**src/rtl/core/dshot_frame_transmitter_unit_macros.svh**
```systemverilog
// ----------------------------------------------------------------------------
// dshot frame transmitter assertion macros
// shared property wrappers, all clocked on clk and held off during rst
// ----------------------------------------------------------------------------
`ifndef DSHOT_FRAME_TRANSMITTER_UNIT_MACROS_SVH
`define DSHOT_FRAME_TRANSMITTER_UNIT_MACROS_SVH

// same-cycle implication
`define DSHOT_ASSERT_NOW(label, ante, cons, msg) \
  label: assert property (@(posedge clk) disable iff (rst) (ante) |-> (cons)) \
    else $error(msg);

// next-cycle implication
`define DSHOT_ASSERT_NEXT(label, ante, cons, msg) \
  label: assert property (@(posedge clk) disable iff (rst) (ante) |=> (cons)) \
    else $error(msg);

`endif

```
**src/rtl/core/dshot_tx_pkg.sv**
```systemverilog
`timescale 1ns / 1ps
// ----------------------------------------------------------------------------
// dshot_tx_pkg
// shared types, constants and word/timing functions of the dshot transmitter
// ----------------------------------------------------------------------------
package dshot_tx_pkg;

  localparam int MOTORS      = 4;
  localparam int FRAME_SLOTS = 18;
  localparam int DATA_SLOTS  = 16;
  localparam int WORD_W      = 16;
  localparam int THR_W       = 12;
  localparam int SLOT_W      = 5;
  localparam int TICK_W      = 6;
  localparam int CMD_DEPTH   = 2;
  localparam int RES_DEPTH   = 2;

  localparam logic [THR_W-1:0] THR_MIN  = 12'd48;
  localparam logic [THR_W-1:0] THR_MAX  = 12'd2047;
  localparam logic [3:0]       CSUM_MSK = 4'h0F;

  // rate register codes
  localparam logic [1:0] RATE_300  = 2'd0;
  localparam logic [1:0] RATE_600  = 2'd1;
  localparam logic [1:0] RATE_1200 = 2'd2;

  // request codes
  localparam logic REQ_WRITE = 1'b0;
  localparam logic REQ_TICK  = 1'b1;

  typedef logic [WORD_W-1:0] word_t;

  // classified item between front and back
  typedef struct packed {
    logic                          tick;
    logic [MOTORS-1:0][WORD_W-1:0] words;
  } cmd_t;

  // one result item
  typedef struct packed {
    logic [MOTORS-1:0] pins;
    logic              accepted;
    logic              sending;
  } res_t;

  // clamp, shift in telemetry bit 0, append nibble checksum
  function automatic word_t build_word(input logic [THR_W-1:0] raw);
    logic [THR_W-1:0] v;
    logic [11:0]      payload;
    logic [3:0]       sum;
    if (raw < THR_MIN) begin
      v = '0;
    end else if (raw > THR_MAX) begin
      v = THR_MAX;
    end else begin
      v = raw;
    end
    payload = {v[10:0], 1'b0};
    sum     = (payload[3:0] ^ payload[7:4] ^ payload[11:8]) & CSUM_MSK;
    return {payload, sum};
  endfunction

  // slot length in ticks
  function automatic logic [TICK_W-1:0] slot_period(input logic [1:0] rate);
    case (rate)
      RATE_600:  return 6'd20;
      RATE_1200: return 6'd10;
      default:   return 6'd40;
    endcase
  endfunction

  // high time for a one bit, 3/4 of the slot rounded
  function automatic logic [TICK_W-1:0] high_one(input logic [1:0] rate);
    case (rate)
      RATE_600:  return 6'd15;
      RATE_1200: return 6'd8;
      default:   return 6'd30;
    endcase
  endfunction

  // high time for a zero bit, 3/8 of the slot rounded
  function automatic logic [TICK_W-1:0] high_zero(input logic [1:0] rate);
    case (rate)
      RATE_600:  return 6'd8;
      RATE_1200: return 6'd4;
      default:   return 6'd15;
    endcase
  endfunction

endpackage

```
**src/rtl/core/dshot_tx_front.sv**
```systemverilog
`timescale 1ns / 1ps
// ----------------------------------------------------------------------------
// dshot_tx_front
// classifies an incoming item and encodes the four throttles into dshot words
// ----------------------------------------------------------------------------
module dshot_tx_front (
  input  logic                       req_type,
  input  logic [dshot_tx_pkg::THR_W-1:0] throttle_a,
  input  logic [dshot_tx_pkg::THR_W-1:0] throttle_b,
  input  logic [dshot_tx_pkg::THR_W-1:0] throttle_c,
  input  logic [dshot_tx_pkg::THR_W-1:0] throttle_d,
  output dshot_tx_pkg::cmd_t         cmd
);
  import dshot_tx_pkg::*;

  // every item carries the encoded words; only write items use them
  always_comb begin
    cmd.tick     = (req_type == REQ_TICK);
    cmd.words[0] = build_word(throttle_a);
    cmd.words[1] = build_word(throttle_b);
    cmd.words[2] = build_word(throttle_c);
    cmd.words[3] = build_word(throttle_d);
  end

endmodule

```
**src/rtl/core/dshot_tx_cmd_queue.sv**
```systemverilog
`timescale 1ns / 1ps
// ----------------------------------------------------------------------------
// dshot_tx_cmd_queue
// short queue of classified items between front and back
// ----------------------------------------------------------------------------
module dshot_tx_cmd_queue (
  input  logic               clk,
  input  logic               rst,
  input  logic               push,
  output logic               full,
  input  dshot_tx_pkg::cmd_t wr_cmd,
  output logic               avail,
  input  logic               take,
  output dshot_tx_pkg::cmd_t rd_cmd
);
  import dshot_tx_pkg::*;

  localparam int PTR_W = $clog2(CMD_DEPTH);

  cmd_t               slots [CMD_DEPTH];
  logic [PTR_W-1:0]   wr_ptr;
  logic [PTR_W-1:0]   rd_ptr;
  logic [PTR_W:0]     count;
  logic               do_wr;
  logic               do_rd;

  assign full   = (count == (PTR_W+1)'(CMD_DEPTH));
  assign avail  = (count != '0);
  assign do_wr  = push && !full;
  assign do_rd  = take && avail;
  assign rd_cmd = slots[rd_ptr];

  // storage
  always_ff @(posedge clk) begin
    if (do_wr) begin
      slots[wr_ptr] <= wr_cmd;
    end
  end

  // pointers and fill count
  always_ff @(posedge clk) begin
    if (rst) begin
      wr_ptr <= '0;
      rd_ptr <= '0;
      count  <= '0;
    end else begin
      if (do_wr) begin
        wr_ptr <= wr_ptr + 1'b1;
      end
      if (do_rd) begin
        rd_ptr <= rd_ptr + 1'b1;
      end
      case ({do_wr, do_rd})
        2'b10:   count <= count + 1'b1;
        2'b01:   count <= count - 1'b1;
        default: count <= count;
      endcase
    end
  end

endmodule

```
**src/rtl/core/dshot_tx_back.sv**
```systemverilog
`timescale 1ns / 1ps
// ----------------------------------------------------------------------------
// dshot_tx_back
// frame engine: loads words, steps slot timing per tick, queues result items
// ----------------------------------------------------------------------------
`include "dshot_frame_transmitter_unit_macros.svh"

module dshot_tx_back (
  input  logic               clk,
  input  logic               rst,
  input  logic [1:0]         rate,
  input  logic               avail,
  output logic               take,
  input  dshot_tx_pkg::cmd_t cmd,
  output logic               empty,
  input  logic               pop,
  output dshot_tx_pkg::res_t res
);
  import dshot_tx_pkg::*;

  localparam int PTR_W = $clog2(RES_DEPTH);

  // frame state
  logic [MOTORS-1:0][WORD_W-1:0] words;
  logic [SLOT_W-1:0]             slot_index;
  logic [TICK_W-1:0]             tick_in_slot;
  logic                          busy;

  logic [MOTORS-1:0][WORD_W-1:0] words_next;
  logic [SLOT_W-1:0]             slot_index_next;
  logic [TICK_W-1:0]             tick_in_slot_next;
  logic                          busy_next;
  res_t                          res_new;

  // result queue
  res_t                          res_slots [RES_DEPTH];
  logic [PTR_W-1:0]              wr_ptr;
  logic [PTR_W-1:0]              rd_ptr;
  logic [PTR_W:0]                res_count;
  logic                          res_full;
  logic                          do_pop;

  logic [TICK_W-1:0]             period;
  logic [TICK_W-1:0]             tick_inc;
  logic [3:0]                    bit_sel;

  assign res_full = (res_count == (PTR_W+1)'(RES_DEPTH));
  assign empty    = (res_count == '0);
  assign do_pop   = pop && !empty;
  assign take     = avail && !res_full;
  assign res      = res_slots[rd_ptr];

  assign period   = slot_period(rate);
  assign tick_inc = tick_in_slot + 1'b1;
  assign bit_sel  = 4'(DATA_SLOTS - 1) - slot_index[3:0];

  // next frame state and result for the item at the head of the queue
  always_comb begin
    words_next        = words;
    slot_index_next   = slot_index;
    tick_in_slot_next = tick_in_slot;
    busy_next         = busy;
    res_new           = '0;
    if (!cmd.tick) begin
      if (!busy) begin
        words_next        = cmd.words;
        slot_index_next   = '0;
        tick_in_slot_next = '0;
        busy_next         = 1'b1;
        res_new.accepted  = 1'b1;
      end
    end else if (busy) begin
      if (slot_index < SLOT_W'(DATA_SLOTS)) begin
        for (int m = 0; m < MOTORS; m++) begin
          res_new.pins[m] = words[m][bit_sel] ? (tick_in_slot < high_one(rate))
                                              : (tick_in_slot < high_zero(rate));
        end
      end
      if (tick_inc >= period) begin
        tick_in_slot_next = '0;
        if (slot_index + 1'b1 >= SLOT_W'(FRAME_SLOTS)) begin
          slot_index_next = '0;
          busy_next       = 1'b0;
        end else begin
          slot_index_next = slot_index + 1'b1;
        end
      end else begin
        tick_in_slot_next = tick_inc;
      end
    end
    res_new.sending = busy_next;
  end

  // frame state registers
  always_ff @(posedge clk) begin
    if (rst) begin
      words        <= '0;
      slot_index   <= '0;
      tick_in_slot <= '0;
      busy         <= 1'b0;
    end else if (take) begin
      words        <= words_next;
      slot_index   <= slot_index_next;
      tick_in_slot <= tick_in_slot_next;
      busy         <= busy_next;
    end
  end

  // result storage
  always_ff @(posedge clk) begin
    if (take) begin
      res_slots[wr_ptr] <= res_new;
    end
  end

  // result pointers and fill count
  always_ff @(posedge clk) begin
    if (rst) begin
      wr_ptr    <= '0;
      rd_ptr    <= '0;
      res_count <= '0;
    end else begin
      if (take) begin
        wr_ptr <= wr_ptr + 1'b1;
      end
      if (do_pop) begin
        rd_ptr <= rd_ptr + 1'b1;
      end
      case ({take, do_pop})
        2'b10:   res_count <= res_count + 1'b1;
        2'b01:   res_count <= res_count - 1'b1;
        default: res_count <= res_count;
      endcase
    end
  end

  // checks
  `DSHOT_ASSERT_NOW(a_idle_counters_clear, !busy, (slot_index == '0) && (tick_in_slot == '0), "idle with nonzero slot counters")
  `DSHOT_ASSERT_NOW(a_slot_in_frame, 1'b1, slot_index < SLOT_W'(FRAME_SLOTS), "slot index past frame end")
  `DSHOT_ASSERT_NEXT(a_busy_write_ignored, take && !cmd.tick && busy, $stable(words) && busy, "write during frame changed words")
  `DSHOT_ASSERT_NOW(a_no_take_when_full, res_full && !pop, !take, "item taken with result queue full")

endmodule

```
**src/rtl/core/dshot_frame_transmitter_unit.sv**
```systemverilog
`timescale 1ns / 1ps
// ----------------------------------------------------------------------------
// dshot_frame_transmitter_unit
// four-channel dshot frame transmitter with queue-style item ports
// ----------------------------------------------------------------------------
// One item is taken per clock while the result queue has room, and each item
// gives exactly one result item. A write item (req_type 0) loads four clamped,
// checksummed 16-bit words and starts a frame unless one is in flight; a tick
// item (req_type 1) advances the frame by one timer count and reports the pin
// levels for that count. Items pass a two-entry command queue into the frame
// engine, which handles one item per cycle and writes its result into a
// two-entry result queue, so a result shows in the cycle after its item is
// taken and a sustained rate of one item per clock holds as long as pop keeps
// up. The rate register at address 0 sets the slot length (40, 20 or 10 ticks).
// ----------------------------------------------------------------------------
module dshot_frame_transmitter_unit (
  input  logic                           clk,
  input  logic                           rst,
  // configuration
  input  logic                           psel,
  input  logic                           penable,
  input  logic                           pwrite,
  input  logic [1:0]                     paddr,
  input  logic [31:0]                    pwdata,
  output logic [31:0]                    prdata,
  output logic                           pready,
  // items in
  input  logic                           push,
  output logic                           full,
  input  logic                           req_type,
  input  logic [dshot_tx_pkg::THR_W-1:0] throttle_a,
  input  logic [dshot_tx_pkg::THR_W-1:0] throttle_b,
  input  logic [dshot_tx_pkg::THR_W-1:0] throttle_c,
  input  logic [dshot_tx_pkg::THR_W-1:0] throttle_d,
  // items out
  output logic                           empty,
  input  logic                           pop,
  output logic                           pin_a,
  output logic                           pin_b,
  output logic                           pin_c,
  output logic                           pin_d,
  output logic                           accepted,
  output logic                           sending
);
  import dshot_tx_pkg::*;

  logic [1:0] protocol_rate;
  cmd_t       front_cmd;
  cmd_t       head_cmd;
  logic       head_avail;
  logic       head_take;
  res_t       res;

  // rate register, single register so every address maps to it
  assign pready = 1'b1;
  assign prdata = {30'd0, protocol_rate} | {30'd0, paddr & 2'b00};

  always_ff @(posedge clk) begin
    if (rst) begin
      protocol_rate <= RATE_300;
    end else if (psel && penable && pwrite && pready) begin
      protocol_rate <= pwdata[1:0];
    end
  end

  // encode
  dshot_tx_front u_front (
    .req_type   (req_type),
    .throttle_a (throttle_a),
    .throttle_b (throttle_b),
    .throttle_c (throttle_c),
    .throttle_d (throttle_d),
    .cmd        (front_cmd)
  );

  // decoupling queue
  dshot_tx_cmd_queue u_cmd_queue (
    .clk    (clk),
    .rst    (rst),
    .push   (push),
    .full   (full),
    .wr_cmd (front_cmd),
    .avail  (head_avail),
    .take   (head_take),
    .rd_cmd (head_cmd)
  );

  // frame engine and result queue
  dshot_tx_back u_back (
    .clk   (clk),
    .rst   (rst),
    .rate  (protocol_rate),
    .avail (head_avail),
    .take  (head_take),
    .cmd   (head_cmd),
    .empty (empty),
    .pop   (pop),
    .res   (res)
  );

  // result fields
  assign pin_a    = res.pins[0];
  assign pin_b    = res.pins[1];
  assign pin_c    = res.pins[2];
  assign pin_d    = res.pins[3];
  assign accepted = res.accepted;
  assign sending  = res.sending;

endmodule

```
**config.mk**
```make
export PLATFORM = sky130hd
export DESIGN_NAME = dshot_frame_transmitter_unit
export DESIGN_NICKNAME = d
export VERILOG_FILES = /design/src/rtl/core/dshot_tx_pkg.sv /design/src/rtl/core/dshot_tx_front.sv /design/src/rtl/core/dshot_tx_cmd_queue.sv /design/src/rtl/core/dshot_tx_back.sv /design/src/rtl/core/dshot_frame_transmitter_unit.sv
export VERILOG_INCLUDE_DIRS = /design/src /design/src/rtl/core
export SDC_FILE = /design/constraint.sdc
export NUM_CORES = 1
export LEC_CHECK = 0
export BUFFER_PORTS_ARGS = -buffer_cell sky130_fd_sc_hd__buf_2
export CAP_MARGIN = 20
export CORE_ASPECT_RATIO = 1.2
export CORE_MARGIN = 2
export CORE_UTILIZATION = 50
export CTS_BUF_LIST = sky130_fd_sc_hd__clkbuf_16
export CTS_CLUSTER_SIZE = 14
export DETAILED_ROUTE_END_ITERATION = 10
export PLACE_DENSITY = 0.73
export SKIP_LAST_GASP = 1
export SLEW_MARGIN = 5
export SYNTH_ARGS = -nofsm -noshare
export SYNTH_HDL_FRONTEND = slang
export SYNTH_SLANG_ARGS = --single-unit
```
**constraint.sdc**
```tcl
create_clock -name clk -period 3.99 [get_ports clk]
set_input_delay 0.798 -clock clk [delete_from_list [all_inputs] [get_ports clk]]
set_output_delay 0.798 -clock clk [all_outputs]
set_load 0.01 [all_outputs]
```
==> out/summary.log, run 1 <==
qor: logic_synthesis.synth_compound_gate_area_share 10.29%
qor: critical_path.critical_path.max_fanout 7
qor: timing.slew-limit-headroom 27.88%
qor: logic_synthesis.synth-xor-area-share 3.135%
qor: power_and_ir_drop.p_int 4.903 mW
qor: cts.insertion_delay 500 ps
qor: route.route.antenna.remaining_nets 0
qor: die.die_y 157.2 µm
qor: cts.max-clock-path-buffers 3
qor: route.num_vias 5844
qor: logic_synthesis.postSynth.topFlopCell edfxtp_1
qor: route.postRouteWirelength 17360 µm
qor: run_status.status completed
qor: route.detail_route.drc_violations 0
qor: critical_path.critPathArrivalTime 3120 ps
qor: logic_synthesis.synth.top_cells.by_count 134 x edfxtp_1, 89 x nor2_1, 84 x dfxtp_1
qor: timing.report.final.slew_viol_count 0
qor: logic_synthesis.synth_async_sr_flop_share 0%
qor: route.viasPerCell 5.260
qor: cts.clkTransAtPathRegs 60 ps
qor: cells_and_area.area.sequential 5709 µm²
qor: logic_synthesis.synthAdderAreaFrac 2.815%
qor: cts.h-tree-depth 1
qor: logic_synthesis.syn-mean-instance-area 12.55 µm²
qor: cells_and_area.area_delta_synth_final 11.75%
qor: cts.clk_root_buffer_cell clkbuf_16
qor: logic_synthesis.synth_cells 779
qor: logic_synthesis.synth-warning-count 0
qor: placed_design.final_wtd_congestion 0.7680
qor: logic_synthesis.synth_largest_type_area_fraction 41.16%
qor: timing.clock_skew 12.88 ps
qor: route.drt_first_iter_violations 409
qor: cells_and_area.share_of_cells_above_drive_strength_1 17.53%
qor: cells_and_area.post-route-util 56.50%
qor: critical_path.crit_end u_back.slot_index[4]$_SDFFE_PP0P_
qor: timing.tns 0 ps
qor: cts.clock_sink_count 218
qor: power_and_ir_drop.power_frac_comb 25.4%
qor: critical_path.r2r_cells 9
qor: critical_path.crit_required 4410 ps
qor: timing.layout_min_cycle_time 2696 ps
qor: critical_path.critical_path.startpoint u_back.tick_in_slot[0]$_SDFFE_PP0P_
qor: job.cap_violations 0
qor: route.avgRoutedWirePerCell 15.62 µm
qor: logic_synthesis.synth_cell_type_count 49
qor: cells_and_area.number_of_cells_in_the_finished_layout_apart_from_fillers 1111
qor: cts.tritoncts built
qor: cts.post_cts_buffers 0
qor: timing.rsz0062_at_grt false
qor: route.drt_pre_antenna_iters 4
qor: cells_and_area.multi_input_comb_area 3700 µm²
qor: die.start_util 50.56%
qor: timing.top_achievable_clock_speed 0.3710 GHz
qor: grt.busiest_layer met2
qor: grt.grt_pass1_wl 27680 µm
qor: grt.grt_start_max_net_pins 121
qor: cts.post_cts.resized_instances 0
qor: critical_path.crit-reg2reg-launch u_back.tick_in_slot[0]$_SDFFE_PP0P_
qor: grt.grtUsageMet3 2.383%
qor: logic_synthesis.combinational_family_with_the_most_area_after_synthesis multiplexers
qor: placed_design.number_of_instances_in_the_placed_design 1070
qor: logic_synthesis.synthMostInstantiatedCell edfxtp_1
qor: power_and_ir_drop.p_sw 2.038 mW
qor: grt.grt_use_met1 19.02%
qor: die.die_w 131.7 µm
qor: logic_synthesis.yosys-mux-area-fraction 11.39%
qor: logic_synthesis.synth-seq-area-share 58.36%
qor: logic_synthesis.synth.ff_latch_count 218
qor: power_and_ir_drop.power_density 635.3 nW/µm²
qor: timing.finalHoldViolations 0
qor: cells_and_area.n_antenna_cell 0
qor: power_and_ir_drop.share_seq_of_total_power 46.0%
qor: logic_synthesis.synth-edff-count 134
qor: logic_synthesis.yosys-top-cells-area edfxtp_1 41%, dfxtp_1 17%, mux2i_1 7.8%
qor: logic_synthesis.synthesized_area_fraction_occupied_by_and_or_nand_nor_cells 8.907%
qor: power_and_ir_drop.leakagePower 3.927 nW
qor: timing.setup_viol_count_final 0
qor: min_path.holdCritStartpoint u_back.words[14]$_SDFFE_PP0P_
qor: cells_and_area.filler_cell_count 1638
qor: critical_path.worstReg2RegEnd u_back.slot_index[4]$_SDFFE_PP0P_
qor: grt.antenna_violations_before_repair 0
qor: critical_path.type_of_destination_of_the_critical_path flop
qor: logic_synthesis.post_syn_area 9777 µm²
qor: timing.layout_worst_path_cycle_share 67.56%
qor: cts.cts_buffers 22
qor: cells_and_area.design.final.nets 946
qor: cts.ctsHoldBuffers 0
qor: grt.vias_in_the_first_global_route 5708
qor: min_path.holdCritPathClass flop to flop
qor: placed_design.port_buffers 67
qor: die.floorplan.io_pins 131
qor: grt.grt_remaining_overflow 0
qor: placed_design.detailed_place_hpwl 10860 µm
qor: power_and_ir_drop.p_sw_share 29.36%
qor: die.design.die.area 20690 µm²
qor: power_and_ir_drop.clockPowerShare 28.5%
qor: logic_synthesis.synth.largest_area_cell edfxtp_1
qor: die.core 19340 µm²
qor: critical_path.timing_worst_setup_path_type flop to flop
qor: grt.global_route.usage.met2 31.89%
qor: timing.worst-slew-pin-transition 1082 ps
qor: critical_path.reg2reg_slack 1290 ps
qor: power_and_ir_drop.power.ir.vdd_worst 0.0003449 V
qor: grt.combined_global_route_utilization_of_all_metal_layers 16.60%
qor: critical_path.cp-start-kind flop
qor: die.num_rows 56
routing by layer:
| metal | wire (µm) | part of all wire (%) |
|---|---|---|
| met5 | 0 | 0 |
| met4 | 300 | 1.7 |
| met3 | 632 | 3.6 |
| met2 | 9275 | 53 |
| met1 | 7149 | 41 |
cells by family after synthesis:
logic type | count (synthesis)
adders and majority gates | 22
other | 2
AOI/OAI and AO/OA | 140
DFF | 218
xor gates and xnor gates | 35
buffers and inverters | 90
and+or+nand+nor | 177
muxes | 95
cell type report:
class	instances	area share [%]
Inverter	18	0.6184
Sequential cell	218	52.26
Timing Repair Buffer	74	3.848
Clock inverter	17	1.157
Multi-Input combinational cell	500	33.86
Clock buffer	23	5.268
Tap cell	261	2.989
per-stage QoR:
step	setup slack, ps	cell area [µm²]	hold WS, ps	power (mW)
after global placement	1379	10200	484.2	4.940
after detailed placement	1301	10200	489.3	5.005
after global routing	1053	10930	502.2	7.318
after CTS	1287	10900	496.9	6.997
final	1294	10930	496.6	6.941
after floorplan	68.67	9886	464.9	4.606
layout by cell type (no fill, tap or decap), types with 22 or more instances in the layout:
cell and instances:
o21a_1 24, mux2i_1 76, dfxtp_1 83, buf_2 67, conb_1 31, clkbuf_16 23, edfxtp_1 134, inv_1 22
nor2_1 88, a211oi_1 60, ha_1 22
sequential cells by signal, indices dropped and copies added (netlist names), named ones only:
name	cells
u_cmd_queue.rd_ptr	1
u_back.tick_in_slot	6
u_back.rd_ptr	1
u_back.busy	1
u_back.slot_index	5
u_cmd_queue.count	2
u_back.res_slots	12
protocol_rate	2
u_cmd_queue.slots	122
u_cmd_queue.wr_ptr	1
u_back.wr_ptr	1
u_back.words	60
u_back.res_count	2
critical path, cell delays in order, from the launching register on:
cell and delay [ps]:
dfxtp_1 420, and3_1 240, nand3_1 100, xnor2_1 170, ha_1 320, nand4_1 90, o221ai_1 430, o2111ai_4 210
or4_1 500, a21oi_1 140
worst min-delay path by stage:
| stage | to | slack, ps | cells after the start |
|---|---|---|---|
| global placement | u_cmd_queue.count[1]$_SDFFE_PP0P_ | 480 | 2 |
| finish | u_back.words[14]$_SDFFE_PP0P_ | 500 | 2 |
| global route | u_cmd_queue.slots[1][60]$_DFFE_PP_ | 500 | 1 |
| CTS | u_cmd_queue.slots[1][60]$_DFFE_PP_ | 500 | 1 |
| detailed placement | u_back.words[60]$_SDFFE_PP0P_ | 490 | 2 |
| floorplan | u_back.slot_index[4]$_SDFFE_PP0P_ | 460 | 2 |
power by group through the flow:
stage	sequential, mW	combinational, mW	clock (mW)
2_1_floorplan	3.18	1.43	0
3_3_place_gp	3.22	1.72	0
3_5_place_dp	3.24	1.77	0
4_1_cts	3.20	1.78	2.02
5_1_grt	3.25	1.97	2.10
6_report	3.20	1.76	1.98
No activity file was read; power rests on OpenSTA's default activity.
==> inputs of run 2 (changes only) <==
Settings changed: PLACE_DENSITY 0.73 to 0.7.
Clock period 3.99 ns to 2.8 ns, I/O delays scaled along.
==> run 2 against run 1 <==
  * Non-clock buffer count grew 5
  * Final cell count grew 0.45%
  * Sequential power grew 42%
  * Final area grew 0.71%
  * Clock skew shrank 4.9 ps
  * Fmax grew 5.9%
  * Utilization grew 0.40 points
  * Setup slack lost 1000 ps
  * Sequential share of layout area shrank 0.37 points
  * Sequential cell count is the same
  * Die area is the same
  * Wire length shrank 1.1%
  * Critical path type unchanged
==> out/summary.log, run 2 (synthesis results as in run 1) <==
qor: timing.setup_viol_count_final 0 [unchanged]
qor: cts.clkTransAtPathRegs 60 ps [about the same]
qor: timing.layout_worst_path_cycle_share 90.93% [+23 points]
qor: grt.global_route.usage.met2 30.02% [-1.9 points]
qor: grt.grt_start_max_net_pins 80 [-34%]
qor: power_and_ir_drop.leakagePower 3.949 nW [+0.58%]
qor: die.floorplan.io_pins 131 [unchanged]
qor: placed_design.place_area 10290 µm² [+0.93%]
qor: cells_and_area.area_delta_synth_final 12.54%
qor: power_and_ir_drop.finalPower 9.906 mW [+43%]
qor: placed_design.detailed_place_hpwl 11240 µm [+3.5%]
qor: timing.tns 0 ps [unchanged]
qor: route.drt_pre_antenna_iters 5 [+1]
qor: cts.ctsHoldBuffers 0 [unchanged]
qor: grt.grt_use_met1 20.37% [+1.3 points]
qor: grt.antenna_violations_before_repair 0 [unchanged]
qor: cts.clk_root_buffer_cell clkbuf_16
qor: cts.tritoncts built
qor: critical_path.crit_required 3230 ps [-1180 ps]
qor: grt.grt_remaining_overflow 0 [unchanged]
qor: timing.worst-slew-pin-transition 1058 ps [-23.75 ps]
qor: job.cap_violations 0 [unchanged]
qor: cells_and_area.share_of_cells_above_drive_strength_1 18.48% [+0.95 points]
qor: die.start_util 50.56% [unchanged]
qor: critical_path.critPathArrivalTime 2970 ps [-150 ps]
qor: placed_design.pre_cts_slack 153.6 ps [-1148 ps]
qor: timing.slew-limit-headroom 29.46% [+1.6 points]
qor: timing.finalHoldViolations 0 [unchanged]
qor: cts.h-tree-depth 1 [unchanged]
qor: cts.insertion_delay 500 ps [about the same]
qor: die.core 19340 µm² [unchanged]
qor: route.num_vias 5848 [+0.068%]
qor: critical_path.cp-start-kind flop
qor: cells_and_area.design.final.nets 951 [+0.53%]
qor: grt.grtUsageMet3 2.351% [-0.032 points]
qor: critical_path.critical_path.max_fanout 7 [unchanged]
qor: cells_and_area.leading_cell_type_in_the_layout_fill_and_taps_excluded edfxtp_1
qor: timing.timing.final.ws_setup 253.8 ps [-1041 ps]
qor: die.design.die.area 20690 µm² [unchanged]
qor: cells_and_area.post-route-cell-area 11000 µm² [+0.71%]
qor: run_status.status completed
qor: route.detail_route.drc_violations 0 [unchanged]
qor: cts.clock_sink_count 218 [unchanged]
qor: die.num_rows 56 [unchanged]
qor: grt.busiest_layer met2
qor: timing.top_achievable_clock_speed 0.3927 GHz [+5.9%]
qor: grt.grt_pass1_wl 27900 µm [+0.82%]
qor: route.avgRoutedWirePerCell 15.39 µm [-1.5%]
qor: cells_and_area.commonest_non_fill_non_tap_cells_in_the_layout 134 x edfxtp_1, 88 x nor2_1, 83 x dfxtp_1
qor: placed_design.final_wtd_congestion 0.8439 [+9.9%]
qor: route.route.antenna.remaining_nets 0 [unchanged]
qor: timing.clock_skew 7.983 ps [-4.898 ps]
qor: grt.vias_in_the_first_global_route 5784 [+1.3%]
qor: cts.max-clock-path-buffers 3 [unchanged]
qor: critical_path.timing_worst_setup_path_type flop to flop
qor: timing.hold-worst-slack 289.9 ps [-206.8 ps]
qor: route.postRouteWirelength 17170 µm [-1.1%]
qor: cts.cts_buffers 22 [unchanged]
qor: power_and_ir_drop.power_density 900.3 nW/µm² [+42%]
qor: power_and_ir_drop.power.ir.vdd_worst 0.0004310 V [+25%]
qor: route.viasPerCell 5.240 [-0.38%]
qor: cells_and_area.max_flop_register u_cmd_queue.slots
qor: cells_and_area.largest_registers u_cmd_queue.slots x122, u_back.words x60, u_back.res_slots x12
qor: min_path.holdCritPathClass primary input to flop
qor: timing.rsz0062_at_grt false
qor: die.die_y 157.2 µm [unchanged]
qor: critical_path.type_of_destination_of_the_critical_path flop
qor: grt.combined_global_route_utilization_of_all_metal_layers 16.54% [-0.055 points]
qor: cells_and_area.largest_register_ffs 122 [unchanged]
qor: route.drt_first_iter_violations 331 [-19%]
qor: timing.layout_min_cycle_time 2546 ps [-149.5 ps]
qor: timing.report.final.slew_viol_count 0 [unchanged]
qor: cells_and_area.n_antenna_cell 0 [unchanged]
qor: placed_design.port_buffers 67 [unchanged]
qor: die.die_w 131.7 µm [unchanged]
[run 2: cell types whose count changed in the layout (fill, tap and decap cells not counted), moves of 2 or more]
cell	previous run	this run
inv_1	22	17
clkinv_1	2	5
clkinv_2	5	7
buf_12	1	5
buf_4	5	7
[run 2: final timing paths]
path                                  startpoint                                  to  slack, ps  cells past startpoint
max          u_back.tick_in_slot[0]$_SDFFE_PP0P_   u_back.slot_index[4]$_SDFFE_PP0P_        250                      9
max reg2reg  u_back.tick_in_slot[0]$_SDFFE_PP0P_   u_back.slot_index[4]$_SDFFE_PP0P_        250                      9
min reg2reg        u_back.words[25]$_SDFFE_PP0P_       u_back.words[25]$_SDFFE_PP0P_        490                      2
min                                     req_type  u_cmd_queue.slots[0][60]$_DFFE_PP_        290                      1
[run 2: repair_timing]
item	in CTS	in global routing
endpoints found under the setup margin	0	7
gates resized for setup	0	2
buffers inserted	0	0
endpoints found under the hold margin	0	0
[run 2: through the flow]
stage	std cells	utilization, %
final	1116	56.90
after global routing	1116	56.90
after CTS	1116	56.84
after detailed placement	1076	53.22
after global placement	1076	53.22
after floorplan	808	-
[run 2: critical path, cell delays in order (launching register included)]
cell       delay, ps
dfxtp_1          420
ha_1             220
nand3_1          110
xnor2_1          160
ha_1             310
nand4_1          120
o221ai_2         300
o2111ai_4        190
or4_1            500
a21oi_1          140
[run 2: final cells by class]
| cell class | count | area (µm²) |
|---|---|---|
| Fill cell | 1661 | 8335 |
| Sequential cell | 218 | 5709 |
| Multi-Input combinational cell | 500 | 3711 |
| Clock buffer | 24 | 600.6 |
| Timing Repair Buffer | 79 | 488.0 |
| Tap cell | 261 | 326.6 |
| Clock inverter | 16 | 100.1 |
| Inverter | 18 | 67.56 |
[run 2: per-layer routing]
layer,share of wire [%],vias up,wire length (µm)
li1,-,2938,-
met1,44,2785,7550
met2,51,100,8714
met3,3.1,25,531
met4,2.2,0,376
met5,0,-,0
[run 2: report_power, final]
part	switching (mW)	internal, mW
combinational	1.44	1.12
clock	1.17	1.64
sequential	0.309	4.23
total	2.92	6.99
==> inputs of run 3 (changes only) <==
Settings changed: CORE_UTILIZATION 50 to 58, PLACE_DENSITY 0.7 to 0.79.
==> run 3 against run 2 <==
  * Utilization up 8.6 points
  * Clock skew about the same
  * Clock-buffer cell count down 1
==> out/summary.log, run 3 (synthesis results as in run 1) <==
qor: run_status.status completed
qor: power_and_ir_drop.power.ir.vdd_worst 0.0006033 V [+40%]
qor: route.avgRoutedWirePerCell 16.85 µm [+9.5%]
qor: min_path.holdCritStartpoint req_type
qor: critical_path.worstReg2RegEnd u_back.slot_index[4]$_SDFFE_PP0P_
qor: timing.top_achievable_clock_speed 0.3748 GHz [-4.6%]
qor: cells_and_area.number_of_cells_in_the_finished_layout_apart_from_fillers 1071 [-4.0%]
qor: placed_design.final_wtd_congestion 0.8406 [-0.39%]
qor: cts.post_cts_buffers 0 [unchanged]
qor: cts.insertion_delay 500 ps [about the same]
qor: min_path.worst_hold_path_depth 1 [unchanged]
qor: route.num_vias 6058 [+3.6%]
qor: power_and_ir_drop.clockPowerShare 28.5% [+0.2 points]
qor: cts.h-tree-depth 1 [unchanged]
qor: power_and_ir_drop.p_int 7.026 mW [+0.55%]
qor: timing.report.final.slew_viol_count 0 [unchanged]
qor: placed_design.pre_cts_slack 140.1 ps [-13.54 ps]
qor: die.num_rows 52 [-7.1%]
qor: critical_path.type_of_destination_of_the_critical_path flop
qor: route.postRouteWirelength 18040 µm [+5.1%]
qor: placed_design.number_of_instances_in_the_placed_design 1031 [-4.2%]
qor: power_and_ir_drop.power_density 913.6 nW/µm² [+1.5%]
qor: power_and_ir_drop.power_frac_comb 25.8% [about the same]
qor: cells_and_area.commonest_non_fill_non_tap_cells_in_the_layout 134 x edfxtp_1, 88 x nor2_1, 83 x dfxtp_1
qor: die.start_util 58.47% [+7.9 points]
qor: grt.grt_start_max_net_pins 62 [-23%]
qor: placed_design.detailed_place_hpwl 12020 µm [+6.9%]
qor: timing.layout_min_cycle_time 2668 ps [+122.0 ps]
qor: route.detail_route.drc_violations 0 [unchanged]
qor: timing.timing.final.ws_setup 131.8 ps [-122.0 ps]
qor: grt.antenna_violations_before_repair 0 [unchanged]
qor: cells_and_area.area.sequential 5709 µm² [unchanged]
qor: power_and_ir_drop.p_sw 2.980 mW [+2.1%]
qor: placed_design.place_area 10230 µm² [-0.55%]
qor: cts.max-clock-path-buffers 3 [unchanged]
qor: cells_and_area.n_antenna_cell 0 [unchanged]
qor: cells_and_area.design.final.nets 951 [unchanged]
qor: critical_path.reg2reg_slack 130 ps [-120 ps]
qor: grt.combined_global_route_utilization_of_all_metal_layers 20.42% [+3.9 points]
qor: timing.worst-slew-pin-transition 1021 ps [-37.45 ps]
qor: cts.clkTransAtPathRegs 60 ps [about the same]
qor: grt.vias_in_the_first_global_route 6243 [+7.9%]
qor: timing.finalHoldViolations 0 [unchanged]
qor: cts.clk_root_buffer_cell clkbuf_16
qor: critical_path.r2r_cells 9 [unchanged]
qor: min_path.holdCritPathClass primary input to flop
qor: die.die_y 146.2 µm [-7.0%]
qor: cts.clock_sink_count 218 [unchanged]
qor: grt.grt_remaining_overflow 0 [unchanged]
qor: cts.tritoncts built
qor: cells_and_area.filler_cell_count 1219 [-27%]
qor: route.drt_pre_antenna_iters 4 [-1]
qor: timing.hold-worst-slack 295.8 ps [+5.904 ps]
qor: timing.slew-limit-headroom 31.96% [+2.5 points]
qor: route.viasPerCell 5.656 [+7.9%]
qor: timing.rsz0062_at_grt false
qor: critical_path.crit-reg2reg-launch u_back.tick_in_slot[2]$_SDFFE_PP0P_
qor: power_and_ir_drop.p_sw_share 29.78% [+0.32 points]
qor: cts.cts_buffers 22 [unchanged]
qor: die.floorplan.io_pins 131 [unchanged]
qor: timing.layout_worst_path_cycle_share 95.29% [+4.4 points]
qor: cells_and_area.leading_cell_type_in_the_layout_fill_and_taps_excluded edfxtp_1
qor: critical_path.critical_path.max_fanout 7 [unchanged]
qor: cells_and_area.largest_register_ffs 122 [unchanged]
qor: cts.post_cts.resized_instances 0 [unchanged]
qor: cells_and_area.multi_input_comb_area 3711 µm² [unchanged]
qor: die.core 16720 µm² [-14%]
qor: cells_and_area.area_delta_synth_final 12.02%
qor: critical_path.critPathArrivalTime 3090 ps [+120 ps]
qor: die.die_w 122.5 µm [-6.9%]
qor: placed_design.port_buffers 67 [unchanged]
qor: timing.clock_skew 8.089 ps [+0.1060 ps]
qor: cts.ctsHoldBuffers 0 [unchanged]
qor: critical_path.crit_required 3220 ps [about the same]
qor: power_and_ir_drop.share_seq_of_total_power 45.7% [-0.2 points]
qor: job.cap_violations 0 [unchanged]
qor: critical_path.cp-start-kind flop
qor: route.drt_first_iter_violations 389 [+18%]
qor: cells_and_area.post-route-cell-area 10950 µm² [-0.47%]
qor: timing.setup_viol_count_final 0 [unchanged]
qor: grt.grt_pass1_wl 29240 µm [+4.8%]
qor: power_and_ir_drop.leakagePower 3.945 nW [about the same]
qor: critical_path.critical_path.startpoint u_back.tick_in_slot[2]$_SDFFE_PP0P_
qor: min_path.holdPathEnd u_cmd_queue.slots[1][60]$_DFFE_PP_
qor: cells_and_area.largest_registers u_cmd_queue.slots x122, u_back.words x60, u_back.res_slots x12
qor: die.design.die.area 17920 µm² [-13%]
qor: cells_and_area.share_of_cells_above_drive_strength_1 18.13% [-0.35 points]
qor: timing.tns 0 ps [unchanged]
qor: route.route.antenna.remaining_nets 0 [unchanged]
qor: cells_and_area.max_flop_register u_cmd_queue.slots
qor: critical_path.timing_worst_setup_path_type flop to flop
==> run 3: cell types whose count changed in the layout (fill, tap and decap cells not counted) <==
cell / before / now
bufinv_16: 1 / 2
clkbuf_16: 24 / 23
clkinv_1: 5 / 8
clkinv_2: 7 / 3
inv_6: 1 / 2
==> run 3: layout make-up <==
cell class | count | share of cell area, %
clock buffer | 23 | 5.255
sequential | 218 | 52.13
multi-input combinational | 500 | 33.89
timing repair buffer | 79 | 4.456
clock inverter | 17 | 1.188
tap | 216 | 2.468
inverter | 18 | 0.6169
==> run 3: metal layers <==
layer	wire length, µm	GRT usage [%]	vias to the layer above
li1	-	-	2939
met1	7036	23.19	2900
met2	9567	36.69	172
met3	895	3.711	47
met4	542	9.425	0
met5	0	0	-
==> run 3: power groups by stage <==
stage          sequential [mW]  clock [mW]  combinational (mW)
5_1_grt                   4.65        3.03                2.87
3_5_place_dp              4.64           0                2.58
2_1_floorplan             4.52           0                2.04
3_3_place_gp              4.58           0                2.47
4_1_cts                   4.58        2.90                2.60
6_report                  4.58        2.85                2.58
==> run 3: how the worst max path moves through the flow <==
| stage | end | slack (ps) | depth (start not counted) |
|---|---|---|---|
| 2_1_floorplan | u_cmd_queue.slots[0][0]$_DFFE_PP_ | 140 | 2 |
| 3_3_place_gp | u_back.slot_index[4]$_SDFFE_PP0P_ | 260 | 9 |
| 3_5_place_dp | u_back.slot_index[4]$_SDFFE_PP0P_ | 140 | 9 |
| 4_1_cts | u_back.slot_index[4]$_SDFFE_PP0P_ | 60 | 9 |
| 5_1_grt | u_back.slot_index[4]$_SDFFE_PP0P_ | 20 | 9 |
| 6_report | u_back.slot_index[4]$_SDFFE_PP0P_ | 130 | 9 |
==> run 3: worst max-delay path: stages, from the launching register on <==
cell       delay (ps)
dfxtp_1           440
and3_1            230
nand3_1           100
xnor2_1           180
ha_1              350
nand4_1           100
o221ai_2          290
o2111ai_4         200
or4_1             510
a21oi_1           180
==> run 3: through the flow <==
| step | utilization, % | power (mW) |
|---|---|---|
| after global routing | 65.50 | 10.56 |
| after floorplan | - | 6.558 |
| after global placement | 61.21 | 7.043 |
| after detailed placement | 61.21 | 7.213 |
| after CTS | 65.43 | 10.08 |
| final | 65.50 | 10.01 |
